File: config.mk
export PLATFORM = sky130hd
export DESIGN_NAME = i2c_master_bit_engine
export DESIGN_NICKNAME = d
export VERILOG_FILES = /design/src/i2cbe_pkg.sv /design/src/i2c_master_bit_engine.sv /design/src/i2cbe_front.sv /design/src/i2cbe_back.sv
export SDC_FILE = /design/constraint.sdc
export NUM_CORES = 1
export LEC_CHECK = 0
export BUFFER_PORTS_ARGS = -buffer_cell sky130_fd_sc_hd__buf_4
export CAP_MARGIN = 20
export CORE_UTILIZATION = 56
export CTS_BUF_LIST = sky130_fd_sc_hd__clkbuf_2 sky130_fd_sc_hd__clkbuf_4 sky130_fd_sc_hd__clkbuf_8
export DETAILED_ROUTE_END_ITERATION = 6
export PLACE_DENSITY_LB_ADDON = 0.08
export SYNTH_ARGS = -nofsm -noshare
export SYNTH_HDL_FRONTEND = slang
export SYNTH_SLANG_ARGS = --single-unit
File: constraint.sdc
create_clock -name clk -period 3.8 [get_ports clk]
set_input_delay 0.76 -clock clk [delete_from_list [all_inputs] [get_ports clk]]
set_output_delay 0.76 -clock clk [all_outputs]
set_load 0.005 [all_outputs]
File: src/i2cbe_pkg.sv
package i2cbe_pkg;

    localparam int unsigned OP_WIDTH   = 3;
    localparam int unsigned BYTE_WIDTH = 8;
    localparam int unsigned STEP_WIDTH = 6;
    localparam int unsigned QT_WIDTH   = 16;

    localparam logic [OP_WIDTH-1:0] OP_IDLE    = 3'd0;
    localparam logic [OP_WIDTH-1:0] OP_START   = 3'd1;
    localparam logic [OP_WIDTH-1:0] OP_RESTART = 3'd2;
    localparam logic [OP_WIDTH-1:0] OP_STOP    = 3'd3;
    localparam logic [OP_WIDTH-1:0] OP_WRITE   = 3'd4;
    localparam logic [OP_WIDTH-1:0] OP_READ    = 3'd5;
    localparam logic [OP_WIDTH-1:0] OP_ACK     = 3'd6;
    localparam logic [OP_WIDTH-1:0] OP_NACK    = 3'd7;

    localparam logic [STEP_WIDTH-1:0] STEP_BYTE_END = 6'd32;
    localparam logic [STEP_WIDTH-1:0] STEP_ACK_HIGH = 6'd34;
    localparam logic [STEP_WIDTH-1:0] STEP_SHORT_END = 6'd4;
    localparam logic [STEP_WIDTH-1:0] STEP_WRITE_END = 6'd36;

    typedef struct packed {
        logic                  is_cmd;
        logic [OP_WIDTH-1:0]   op;
        logic [BYTE_WIDTH-1:0] data;
        logic                  sda;
    } item_t;

endpackage

File: src/i2c_master_bit_engine.sv
// I2C master pin sequencer. Each input beat is a tick (mode 0, carrying the
// sampled SDA level) or a command; a command is ignored while a sequence runs.
// Every accepted beat yields one result beat with the SCL/SDA release levels,
// busy, done, the last write's ACK and the last read byte. One beat per cycle
// in each direction while in_stall and out_stall are low; an input beat is
// written into the two-entry input queue and, when the output can take it,
// popped through the sequencer update into the output register that drives
// the result beat. Write quarter_ticks only while no beat is in flight.
module i2c_master_bit_engine
#(
    parameter int unsigned DIVIDER_WIDTH = 16
)
(
    input  logic                             clk,
    input  logic                             rst_n,
    input  logic                             cfg_wr_en,
    input  logic [i2cbe_pkg::QT_WIDTH-1:0]   cfg_wr_data,
    input  logic                             in_valid,
    output logic                             in_stall,
    input  logic [i2cbe_pkg::OP_WIDTH-1:0]   mode,
    input  logic [i2cbe_pkg::BYTE_WIDTH-1:0] data_byte,
    input  logic                             sda_in,
    output logic                             out_valid,
    input  logic                             out_stall,
    output logic                             scl_release,
    output logic                             sda_release,
    output logic                             busy_res,
    output logic                             done_res,
    output logic                             ack_bit,
    output logic [i2cbe_pkg::BYTE_WIDTH-1:0] read_byte
);

    logic [i2cbe_pkg::QT_WIDTH-1:0] qt_reg;
    logic [i2cbe_pkg::QT_WIDTH-1:0] qt_next;
    logic                           q_valid;
    logic                           q_pop;
    i2cbe_pkg::item_t               q_item;

    assign qt_next = cfg_wr_en ? cfg_wr_data : qt_reg;

    always_ff @(posedge clk or negedge rst_n)
    begin
        if (!rst_n)
            qt_reg <= i2cbe_pkg::QT_WIDTH'(125);
        else
            qt_reg <= qt_next;
    end

    i2cbe_front u_front
    (
        .clk       (clk),
        .rst_n     (rst_n),
        .in_valid  (in_valid),
        .in_stall  (in_stall),
        .mode      (mode),
        .data_byte (data_byte),
        .sda_in    (sda_in),
        .q_valid   (q_valid),
        .q_item    (q_item),
        .q_pop     (q_pop)
    );

    i2cbe_back #(
        .DIVIDER_WIDTH (DIVIDER_WIDTH)
    ) u_back
    (
        .clk           (clk),
        .rst_n         (rst_n),
        .quarter_ticks (qt_reg),
        .q_valid       (q_valid),
        .q_item        (q_item),
        .q_pop         (q_pop),
        .out_valid     (out_valid),
        .out_stall     (out_stall),
        .scl_release   (scl_release),
        .sda_release   (sda_release),
        .busy_res      (busy_res),
        .done_res      (done_res),
        .ack_bit       (ack_bit),
        .read_byte     (read_byte)
    );

endmodule

File: src/i2cbe_front.sv
module i2cbe_front
(
    input  logic                           clk,
    input  logic                           rst_n,
    input  logic                           in_valid,
    output logic                           in_stall,
    input  logic [i2cbe_pkg::OP_WIDTH-1:0]   mode,
    input  logic [i2cbe_pkg::BYTE_WIDTH-1:0] data_byte,
    input  logic                           sda_in,
    output logic                           q_valid,
    output i2cbe_pkg::item_t               q_item,
    input  logic                           q_pop
);

    i2cbe_pkg::item_t ent_reg [2];
    logic             wr_ptr_reg;
    logic             wr_ptr_next;
    logic             rd_ptr_reg;
    logic             rd_ptr_next;
    logic [1:0]       count_reg;
    logic [1:0]       count_next;
    logic             push;
    logic             pop;
    i2cbe_pkg::item_t new_item;

    assign in_stall = (count_reg == 2'd2);
    assign push     = in_valid && !in_stall;
    assign q_valid  = (count_reg != 2'd0);
    assign pop      = q_pop && q_valid;
    assign q_item   = ent_reg[rd_ptr_reg];

    always_comb
    begin
        new_item.is_cmd = (mode != i2cbe_pkg::OP_IDLE);
        new_item.op     = mode;
        new_item.data   = data_byte;
        new_item.sda    = sda_in;
    end

    always_comb
    begin
        wr_ptr_next = push ? !wr_ptr_reg : wr_ptr_reg;
        rd_ptr_next = pop ? !rd_ptr_reg : rd_ptr_reg;
        count_next  = count_reg + {1'b0, push} - {1'b0, pop};
    end

    always_ff @(posedge clk or negedge rst_n)
    begin
        if (!rst_n)
        begin
            wr_ptr_reg <= 1'b0;
            rd_ptr_reg <= 1'b0;
            count_reg  <= 2'd0;
        end
        else
        begin
            wr_ptr_reg <= wr_ptr_next;
            rd_ptr_reg <= rd_ptr_next;
            count_reg  <= count_next;
        end
    end

    always_ff @(posedge clk)
    begin
        if (push)
        begin
            ent_reg[wr_ptr_reg] <= new_item;
        end
    end

endmodule

File: src/i2cbe_back.sv
module i2cbe_back
#(
    parameter int unsigned DIVIDER_WIDTH = 16
)
(
    input  logic                             clk,
    input  logic                             rst_n,
    input  logic [i2cbe_pkg::QT_WIDTH-1:0]   quarter_ticks,
    input  logic                             q_valid,
    input  i2cbe_pkg::item_t                 q_item,
    output logic                             q_pop,
    output logic                             out_valid,
    input  logic                             out_stall,
    output logic                             scl_release,
    output logic                             sda_release,
    output logic                             busy_res,
    output logic                             done_res,
    output logic                             ack_bit,
    output logic [i2cbe_pkg::BYTE_WIDTH-1:0] read_byte
);

    localparam int unsigned PW = (DIVIDER_WIDTH + 1 > i2cbe_pkg::QT_WIDTH + 1)
                                 ? DIVIDER_WIDTH + 1 : i2cbe_pkg::QT_WIDTH + 1;

    logic [i2cbe_pkg::OP_WIDTH-1:0]   op_reg,    op_next;
    logic [i2cbe_pkg::STEP_WIDTH-1:0] step_reg,  step_next;
    logic [DIVIDER_WIDTH-1:0]         div_reg,   div_next;
    logic [i2cbe_pkg::BYTE_WIDTH-1:0] shift_reg, shift_next;
    logic [i2cbe_pkg::BYTE_WIDTH-1:0] rx_reg,    rx_next;
    logic                             scl_reg,   scl_next;
    logic                             sda_reg,   sda_next;
    logic                             ack_reg,   ack_next;

    logic                             out_valid_reg, out_valid_next;
    logic                             o_scl_reg, o_sda_reg, o_busy_reg, o_done_reg, o_ack_reg;
    logic [i2cbe_pkg::BYTE_WIDTH-1:0] o_rx_reg;

    logic [PW-1:0]                    qt_ext;
    logic [PW-1:0]                    limit;
    logic [PW-1:0]                    period;
    logic [PW-1:0]                    div_inc;
    logic                             wrap;
    logic                             active;
    logic                             start_cmd;
    logic                             tick_adv;
    logic                             apply;
    logic                             done;

    logic [i2cbe_pkg::OP_WIDTH-1:0]   b_op;
    logic [i2cbe_pkg::STEP_WIDTH-1:0] b_step;
    logic [i2cbe_pkg::BYTE_WIDTH-1:0] b_shift;
    logic [i2cbe_pkg::BYTE_WIDTH-1:0] b_rx;
    logic [1:0]                       b_phase;
    logic [2:0]                       b_bit;
    logic                             b_scl, b_sda, b_ack, b_end;
    logic [i2cbe_pkg::BYTE_WIDTH-1:0] b_rx_out;

    assign q_pop     = q_valid && (!out_valid_reg || !out_stall);
    assign active    = (op_reg != i2cbe_pkg::OP_IDLE);
    assign start_cmd = q_pop && q_item.is_cmd && !active;

    always_comb
    begin
        qt_ext  = PW'(quarter_ticks);
        limit   = PW'(1) << DIVIDER_WIDTH;
        if (quarter_ticks == '0)
            period = PW'(1);
        else if (qt_ext > limit)
            period = limit;
        else
            period = qt_ext;
        div_inc  = PW'(div_reg) + PW'(1);
        wrap     = (div_inc >= period);
        tick_adv = q_pop && !q_item.is_cmd && active;
    end

    always_comb
    begin
        b_op    = start_cmd ? q_item.op : op_reg;
        b_step  = start_cmd ? '0 : step_reg + 1'b1;
        b_shift = (start_cmd && q_item.op == i2cbe_pkg::OP_WRITE) ? q_item.data : shift_reg;
        b_rx    = (start_cmd && q_item.op == i2cbe_pkg::OP_READ) ? '0 : rx_reg;
        b_phase = b_step[1:0];
        b_bit   = b_step[4:2];
        b_scl    = scl_reg;
        b_sda    = sda_reg;
        b_ack    = ack_reg;
        b_rx_out = b_rx;
        b_end    = 1'b0;
        unique case (b_op)
            i2cbe_pkg::OP_START:
            begin
                if (b_step == '0)
                begin
                    b_scl = 1'b1;
                    b_sda = 1'b1;
                end
                else if (b_step == 6'd2)
                    b_sda = 1'b0;
                b_end = (b_step >= i2cbe_pkg::STEP_SHORT_END);
            end
            i2cbe_pkg::OP_RESTART, i2cbe_pkg::OP_STOP:
            begin
                if (b_step == '0)
                    b_scl = 1'b0;
                else if (b_step == 6'd1)
                    b_sda = (b_op == i2cbe_pkg::OP_RESTART);
                else if (b_step == 6'd2)
                    b_scl = 1'b1;
                else if (b_step == 6'd3)
                    b_sda = (b_op != i2cbe_pkg::OP_RESTART);
                b_end = (b_step >= i2cbe_pkg::STEP_SHORT_END);
            end
            i2cbe_pkg::OP_ACK, i2cbe_pkg::OP_NACK:
            begin
                if (b_step == '0)
                    b_scl = 1'b0;
                else if (b_step == 6'd1)
                    b_sda = (b_op == i2cbe_pkg::OP_NACK);
                else if (b_step == 6'd2)
                    b_scl = 1'b1;
                b_end = (b_step >= i2cbe_pkg::STEP_SHORT_END);
            end
            i2cbe_pkg::OP_WRITE:
            begin
                if (b_step < i2cbe_pkg::STEP_BYTE_END)
                begin
                    if (b_phase == 2'd0)
                        b_scl = 1'b0;
                    else if (b_phase == 2'd1)
                        b_sda = b_shift[~b_bit];
                    else if (b_phase == 2'd2)
                        b_scl = 1'b1;
                end
                else if (b_step == i2cbe_pkg::STEP_BYTE_END)
                begin
                    b_scl = 1'b0;
                    b_sda = 1'b1;
                end
                else if (b_step == i2cbe_pkg::STEP_ACK_HIGH)
                    b_scl = 1'b1;
                else if (b_step >= i2cbe_pkg::STEP_WRITE_END)
                begin
                    b_ack = q_item.sda;
                    b_end = 1'b1;
                end
            end
            i2cbe_pkg::OP_READ:
            begin
                if (b_step >= i2cbe_pkg::STEP_BYTE_END)
                    b_end = 1'b1;
                else if (b_phase == 2'd0)
                begin
                    b_scl = 1'b0;
                    b_sda = 1'b1;
                end
                else if (b_phase == 2'd2)
                    b_scl = 1'b1;
                else if (b_phase == 2'd3)
                    b_rx_out[~b_bit] = b_rx[~b_bit] | q_item.sda;
            end
            default:
                b_end = 1'b1;
        endcase
    end

    always_comb
    begin
        op_next    = op_reg;
        step_next  = step_reg;
        div_next   = div_reg;
        shift_next = shift_reg;
        rx_next    = rx_reg;
        scl_next   = scl_reg;
        sda_next   = sda_reg;
        ack_next   = ack_reg;
        done       = 1'b0;
        apply      = 1'b0;
        priority if (start_cmd)
        begin
            op_next    = q_item.op;
            step_next  = '0;
            div_next   = '0;
            shift_next = b_shift;
            apply      = 1'b1;
        end
        else if (tick_adv)
        begin
            if (wrap)
            begin
                div_next  = '0;
                step_next = b_step;
                apply     = 1'b1;
                if (b_end)
                begin
                    op_next   = i2cbe_pkg::OP_IDLE;
                    step_next = '0;
                    done      = 1'b1;
                end
            end
            else
                div_next = div_inc[DIVIDER_WIDTH-1:0];
        end
        if (apply)
        begin
            scl_next = b_scl;
            sda_next = b_sda;
            ack_next = b_ack;
            rx_next  = b_rx_out;
        end
    end

    always_comb
    begin
        if (q_pop)
            out_valid_next = 1'b1;
        else if (!out_stall)
            out_valid_next = 1'b0;
        else
            out_valid_next = out_valid_reg;
    end

    always_ff @(posedge clk or negedge rst_n)
    begin
        if (!rst_n)
        begin
            op_reg        <= i2cbe_pkg::OP_IDLE;
            step_reg      <= '0;
            div_reg       <= '0;
            shift_reg     <= '0;
            rx_reg        <= '0;
            scl_reg       <= 1'b1;
            sda_reg       <= 1'b1;
            ack_reg       <= 1'b0;
            out_valid_reg <= 1'b0;
        end
        else
        begin
            op_reg        <= op_next;
            step_reg      <= step_next;
            div_reg       <= div_next;
            shift_reg     <= shift_next;
            rx_reg        <= rx_next;
            scl_reg       <= scl_next;
            sda_reg       <= sda_next;
            ack_reg       <= ack_next;
            out_valid_reg <= out_valid_next;
        end
    end

    always_ff @(posedge clk)
    begin
        if (q_pop)
        begin
            o_scl_reg  <= scl_next;
            o_sda_reg  <= sda_next;
            o_busy_reg <= (op_next != i2cbe_pkg::OP_IDLE);
            o_done_reg <= done;
            o_ack_reg  <= ack_next;
            o_rx_reg   <= rx_next;
        end
    end

    assign out_valid   = out_valid_reg;
    assign scl_release = o_scl_reg;
    assign sda_release = o_sda_reg;
    assign busy_res    = o_busy_reg;
    assign done_res    = o_done_reg;
    assign ack_bit     = o_ack_reg;
    assign read_byte   = o_rx_reg;

    a_idle_clean: assert property (@(posedge clk) disable iff (!rst_n)
        !active |-> (step_reg == '0) && (div_reg == '0))
        else $error("idle sequencer holds a nonzero step or divider");

    a_step_bound: assert property (@(posedge clk) disable iff (!rst_n)
        step_reg <= i2cbe_pkg::STEP_WRITE_END)
        else $error("quarter step ran past the longest sequence");

    a_done_idle: assert property (@(posedge clk) disable iff (!rst_n)
        out_valid_reg && o_done_reg |-> !o_busy_reg)
        else $error("done beat reports busy");

    a_done_ends: assert property (@(posedge clk) disable iff (!rst_n)
        q_pop && done |=> !active)
        else $error("sequencer still active after done");

endmodule

### Yosys cells after proc, flatten, opt, wreduce, memory -nomap -nowiden

Memory sizes are Yosys's and may differ from the RTL's.
Index checks and enable logic that the tools add are counted.

| operators by class | value |
|---|---|
| add/subtract/negate cells | 4 |
| $mul | 0 |
| div/mod/pow operators | 0 |
| order comparisons | 8 |
| equality and inequality tests | 20 |
| shift operators | 0 |
| mux-type cells | 80 |
| bitwise logic cells | 4 |
| reduce and logical (&&, ||, !) cells | 33 |

Operators with widths:

| kind | count |
|---|---|
| 8-bit two-way mux | 8 |
| 1-bit two-way mux | 50 |
| 16-bit two-way mux | 3 |
| 17-bit two-way mux | 2 |
| 6-bit two-way mux | 5 |
| 3-bit equality test, second input constant | 6 |
| 16-bit by 1-bit adder with 17-bit output, second input constant | 1 |
| 17-bit >= comparator | 1 |
| 16-bit by 17-bit > comparator with 1-bit output, second input constant | 1 |
| 16-bit logical NOT | 1 |
| 3-bit two-way mux | 5 |
| 6-bit by 2-bit equality test with 1-bit output, second input constant | 2 |
| 6-bit equality test, second input constant | 2 |
| 6-bit >= comparator, second input constant | 2 |
| 1-bit logical AND | 10 |
| 3-bit nonzero test | 3 |
| 8-bit bitwise mux | 1 |
| 1-bit logical NOT | 7 |
| 6-bit by 1-bit adder with 6-bit output, second input constant | 1 |
| 1-bit binary-select mux with 3-bit select | 2 |
| 2-bit equality test, second input constant | 3 |
| 3-bit by 2-bit equality test with 1-bit output, second input constant | 2 |
| 6-bit by 1-bit equality test with 1-bit output, second input constant | 1 |
| 6-bit by 3-bit >= comparator with 1-bit output, second input constant | 1 |
| other kinds (25) | 29 |

| storage, ports and cells | value |
|---|---|
| register bits after elaboration | 78 |
| latch bits | 0 |
| RAM bits | 26 |
| ROM bits | 0 |
| bits of input ports | 33 |
| output and inout port bits | 15 |
| memories | 1 |

Memories:

| memory | words | width | rd ports | clocked after Yosys merged registers in | wr ports | line | RTL |
|---|---|---|---|---|---|---|---|
| u_front.ent_reg | 2 | 13 | 1 | 0 | 1 | i2cbe_front.sv:15 | `i2cbe_pkg::item_t ent_reg [2];` |

### Longest topological paths before layout

| depth | value |
|---|---|
| depth in word-level cells | 18 |
| depth in mapped cells | 16 |
| mapped depth without buffers | 15 |

### Cells and area by module

A second synthesis with hierarchy kept.

| unflattened totals | value |
|---|---|
| cell total of the unflattened synthesis | 508 |
| area total of the unflattened synthesis | 5622.9 µm² |

Modules (own cells, without submodules):

| module | instances | cells each | area an instance (µm²) |
|---|---|---|---|
| i2cbe_back | 1 | 415 | 3782.4 |
| i2cbe_front | 1 | 59 | 1183.6 |
| i2c_master_bit_engine | 1 | 34 | 656.9 |

### Worst setup path after synthesis

OpenSTA, ideal clock, no wires.

| timing | value |
|---|---|
| path type | flip-flop to flip-flop |
| from | register u_back.div_reg[2] |
| to | register u_back.o_sda_reg, in the netlist u_back.sda_release, data pin |
| arrival time | 3.374 ns |
| required time | 3.534 ns |
| setup slack | 0.161 ns |
| stages on the path, launching flop included | 16 |
| path through | dfrtp_1 > buf_2 > nand3_1 > nor3_1 > nand3_1 > nor3_1 > xor2_1 > ha_1 > nand3_1 > or4_1 > o211ai_2 > o21bai_1 > buf_2 > buf_2 > o21ai_0 > o21ai_1 |

| on the way | value |
|---|---|
| longest elaborated chain between the ends | 6 |

RTL lines:

| what | line | RTL |
|---|---|---|
| from (decl) | i2cbe_back.sv:27 | `logic [DIVIDER_WIDTH-1:0] div_reg, div_next;` |
| from (signal assigned) | i2cbe_back.sv:241 | `div_reg <= div_next;` |
| 16-bit by 1-bit adder with 17-bit output | i2cbe_back.sv:72 | `div_inc = PW'(div_reg) + PW'(1);` |
| 17-bit >= comparator | i2cbe_back.sv:73 | `wrap = (div_inc >= period);` |
| 1-bit two-way mux | i2cbe_back.sv:189 | `if (wrap)` |
| 1-bit two-way mux | i2cbe_back.sv:187 | `else if (tick_adv)` |
| 1-bit two-way mux | i2cbe_back.sv:179 | `priority if (start_cmd)` |
| 1-bit two-way mux | i2cbe_back.sv:204 | `if (apply)` |
| named net u_back.sda_next | i2cbe_back.sv:31 | `logic sda_reg, sda_next;` |
| to (signal assigned) | i2cbe_back.sv:256 | `o_sda_reg <= sda_next;` |
| to (decl) | i2cbe_back.sv:35 | `logic o_scl_reg, o_sda_reg, o_busy_reg, o_done_reg, o_ack_reg;` |

The timed path passes the listed nets, and every way through them passes these cells.
A chain may end at the register's enable or synchronous reset.

### Worst setup path in the final report

| timing | value |
|---|---|
| from | register u_back.div_reg[4] |
| to | register u_back.o_ack_reg, in the netlist u_back.ack_bit, data pin |

| on the way | value |
|---|---|
| longest elaborated chain between the ends | 6 |

RTL lines:

| what | line | RTL |
|---|---|---|
| 16-bit by 1-bit adder with 17-bit output | i2cbe_back.sv:72 |  |
| 17-bit >= comparator | i2cbe_back.sv:73 |  |
| 1-bit two-way mux | i2cbe_back.sv:189 |  |
| 1-bit two-way mux | i2cbe_back.sv:187 |  |
| 1-bit two-way mux | i2cbe_back.sv:179 |  |
| 1-bit two-way mux | i2cbe_back.sv:204 |  |
| named net u_back.ack_next | i2cbe_back.sv:32 | `logic ack_reg, ack_next;` |
| to (signal assigned) | i2cbe_back.sv:259 | `o_ack_reg <= ack_next;` |
| to (decl) | i2cbe_back.sv:35 |  |

The timed path passes the listed nets, and every way through them passes these cells.

==> out/metrics.yaml <==
status:
  outcome: "finished, final reports clean"
final_layout:
  largest_reg_flops: 26
  area_growth_pct: 13.9
  fin_cells: 742
  antenna_cells: 0
  layout-drive-gt1-share_pct: 20.7
  n_fill_cell: 804
  multi_input_area_um2: 2680
  seqCellArea_um2: 2810
  fin_nets: 657
synth:
  ys_types: 70
  synthArstFlopShare_pct: 62.5
  synth_top_area_share_pct: 25.3
  synth_warnings: 0
  yosys.area.top_type: "dfrtp_1"
  syn_inst: 552
  synth-main-ff-cell: "dfrtp_1"
  synth_nets: 605
  synth_edf_count: 39
  syn_avg_cell_area_um2: 10.2
  synth-seq-cells: 104
  yosys-top-cells-area: "dfrtp_1, edfxtp_1, nand2_1"
  yosysMostFrequentCell: "nand2_1"
  ys_top_cells_by_count: "nand2_1, dfrtp_1, o21ai_0"
  ys_seq_area_share_pct: 49.7
  synth_area_um2: 5650
flow_run:
  drv_cap: 0
sta:
  hold_ws_ns: 0.435
  min_period_ns: 3.62
  finalWorstSetupSlack_ns: 0.177
  hold_viol: 0
  slew_violations: 0
  worst_pin_slew_ns: 0.823
  period_share_pct: 95.3
  fin_setup_tns_ns: 0
  max_freq_mhz: 276
  final-setup-viol-count: 0
  rsz0062_at_grt: "no"
  slew-limit-headroom_pct: 45.2
  fin_skew_ns: 0.00788
clock_network:
  clk_pin_slew_worst_paths_ns: 0.10
  h-tree-depth: 3
  cts_root_buffer: "clkbuf_8"
  cts_tree: "built"
  clock_path_buffers: 2
  cts_made_buffers: 9
  cts.hold.buffers_added: 0
  clk_latency_ns: 0.39
  cts_sinks: 104
global_routing:
  grt_overflow: 0
  grt_util_all_layers_pct: 24.8
  grt_max_degree: 66
  grt_pass1_vias: 3932
  grt_pass1_wl_um: 19500
  grt_antenna_before_repair: 0
setup_path:
  crit_end: "u_back.ack_bit"
  worstSetupStartpointType: "flip-flop"
  ff2ff_path_depth: 13
  r2r_setup_slack_ns: 0.18
  worst_ep_arrival_time_ns: 3.77
  crit_fanout: 5
  critPathCaptureType: "flip-flop"
  crit_type: "flip-flop to flip-flop"
  r2r-end: "u_back.ack_bit"
  worstPathRequired_ns: 3.95
  startpoint: "u_back.div_reg[4]"
  r2r_start: "u_back.div_reg[4]"
floorplanning:
  die_h_um: 102
  pin_count: 48
  dieArea_um2: 10500
  num_rows: 36
  die_x_um: 102
  initial_core_util_pct: 57.8
  core_area_um2: 9770
placement:
  placed_cells: 721
  portBuffers: 47
  pre_cts_ws_ns: 0.147
  dp_hpwl_um: 8560
  gp_congestion: 0.932
route:
  wl_um: 11900
  post_drt_wl_per_cell_um: 16.0
  ant_nets: 0
  drt_iter0_drc: 230
  vias: 4296
  drtPass1Iterations: 5
  route.detailed.drc: 0
  via_per_inst: 5.79
power:
  powerDensity_nw_per_um2: 520
  vdd_drop_max_mv: 0.592
  p_leak_nw: 2.73
hold_path:
  hold_path_class: "primary input to asynchronous set/reset pin"
power breakdown:
group	internal (mW)	switching, mW	leakage [nW]
logic	0.446	0.575	1.43
clock network	0.319	0.407	0.105
registers	1.42	0.176	1.20
total	2.19	1.16	2.73
timing repair:
item,4_1_cts,5_1_grt
resized for setup,0,9
setup endpoints to repair,0,26
setup buffers,0,4
hold endpoints to repair,0,0
cell usage in the layout (no fill, tap or decap), types with 13 or more instances in the layout:
master,instances
inv_1,22
nor2_1,38
nand2_1,78
edfxtp_1,39
ha_1,20
nor3_1,13
dfrtp_1,56
a21oi_1,26
o21ai_0,43
nand3_1,18
buf_4,64
stage by stage:
step / cell area [um2] / total power, mW / utilization [%]
final: 6430 / 3.34 / 65.8
after global routing: 6430 / 3.55 / 65.8
after CTS: 6350 / 3.36 / 64.9
after detailed placement: 6140 / 2.63 / 62.8
after global placement: 6140 / 2.60 / 62.8
after floorplan: 5650 / 2.29 / -
worst min-delay path by stage:
stage / from / endpoint / slack, ns
floorplan: u_back.shift_reg[2] / u_back.shift_reg[2] / 0.45
global placement: u_back.shift_reg[2] / u_back.shift_reg[2] / 0.47
detailed placement: u_back.shift_reg[3] / u_back.shift_reg[3] / 0.47
CTS: rst_n / u_back.rx_reg[2] / 0.48
global route: sda_in / u_front.ent_reg[0][0] / 0.52
finish: rst_n / qt_reg[9] / 0.44
layout make-up:
class | instances | share of cell area [%]
clock buffers | 9 | 1.93
clock inverters | 7 | 1.30
inverters | 22 | 1.28
multi-input cells | 402 | 41.6
flip-flops and latches | 104 | 43.7
well taps | 133 | 2.59
repair buffers | 65 | 7.64
per-layer routing:
metal	vias up	share of wire [%]	GRT usage, %
li1	2071	-	-
met1	2071	49	36.5
met2	139	43	36.5
met3	15	6.0	5.47
met4	0	1.6	7.91
met5	-	0	0
critical path, cell delays in order, from the launching register on:
cell and delay (ns):
dfrtp_1 0.43, nand4_1 0.18, buf_4 0.20, nor4_4 0.26, nand2_1 0.13, nor2_1 0.13, xor2_1 0.10, ha_1 0.30
nand3_1 0.11, or4_1 0.59, o211ai_4 0.27, nor2b_1 0.26, nand3_1 0.11, mux2_2 0.30
cells by family (layout without fill, tap and decap cells):
| group | after synthesis | after routing | synth area share [%] |
|---|---|---|---|
| AO/OA/AOI/OAI | 127 | 127 | 14.8 |
| AND/OR/NAND/NOR | 207 | 207 | 18.4 |
| buffers and inverters | 46 | 103 | 3.79 |
| flip-flops | 104 | 104 | 49.7 |
| adder cells (fa/ha/maj) | 20 | 20 | 4.43 |
| multiplexers | 21 | 21 | 4.01 |
| XOR/XNOR | 27 | 27 | 4.79 |
Power figures use the tool's default switching activity.
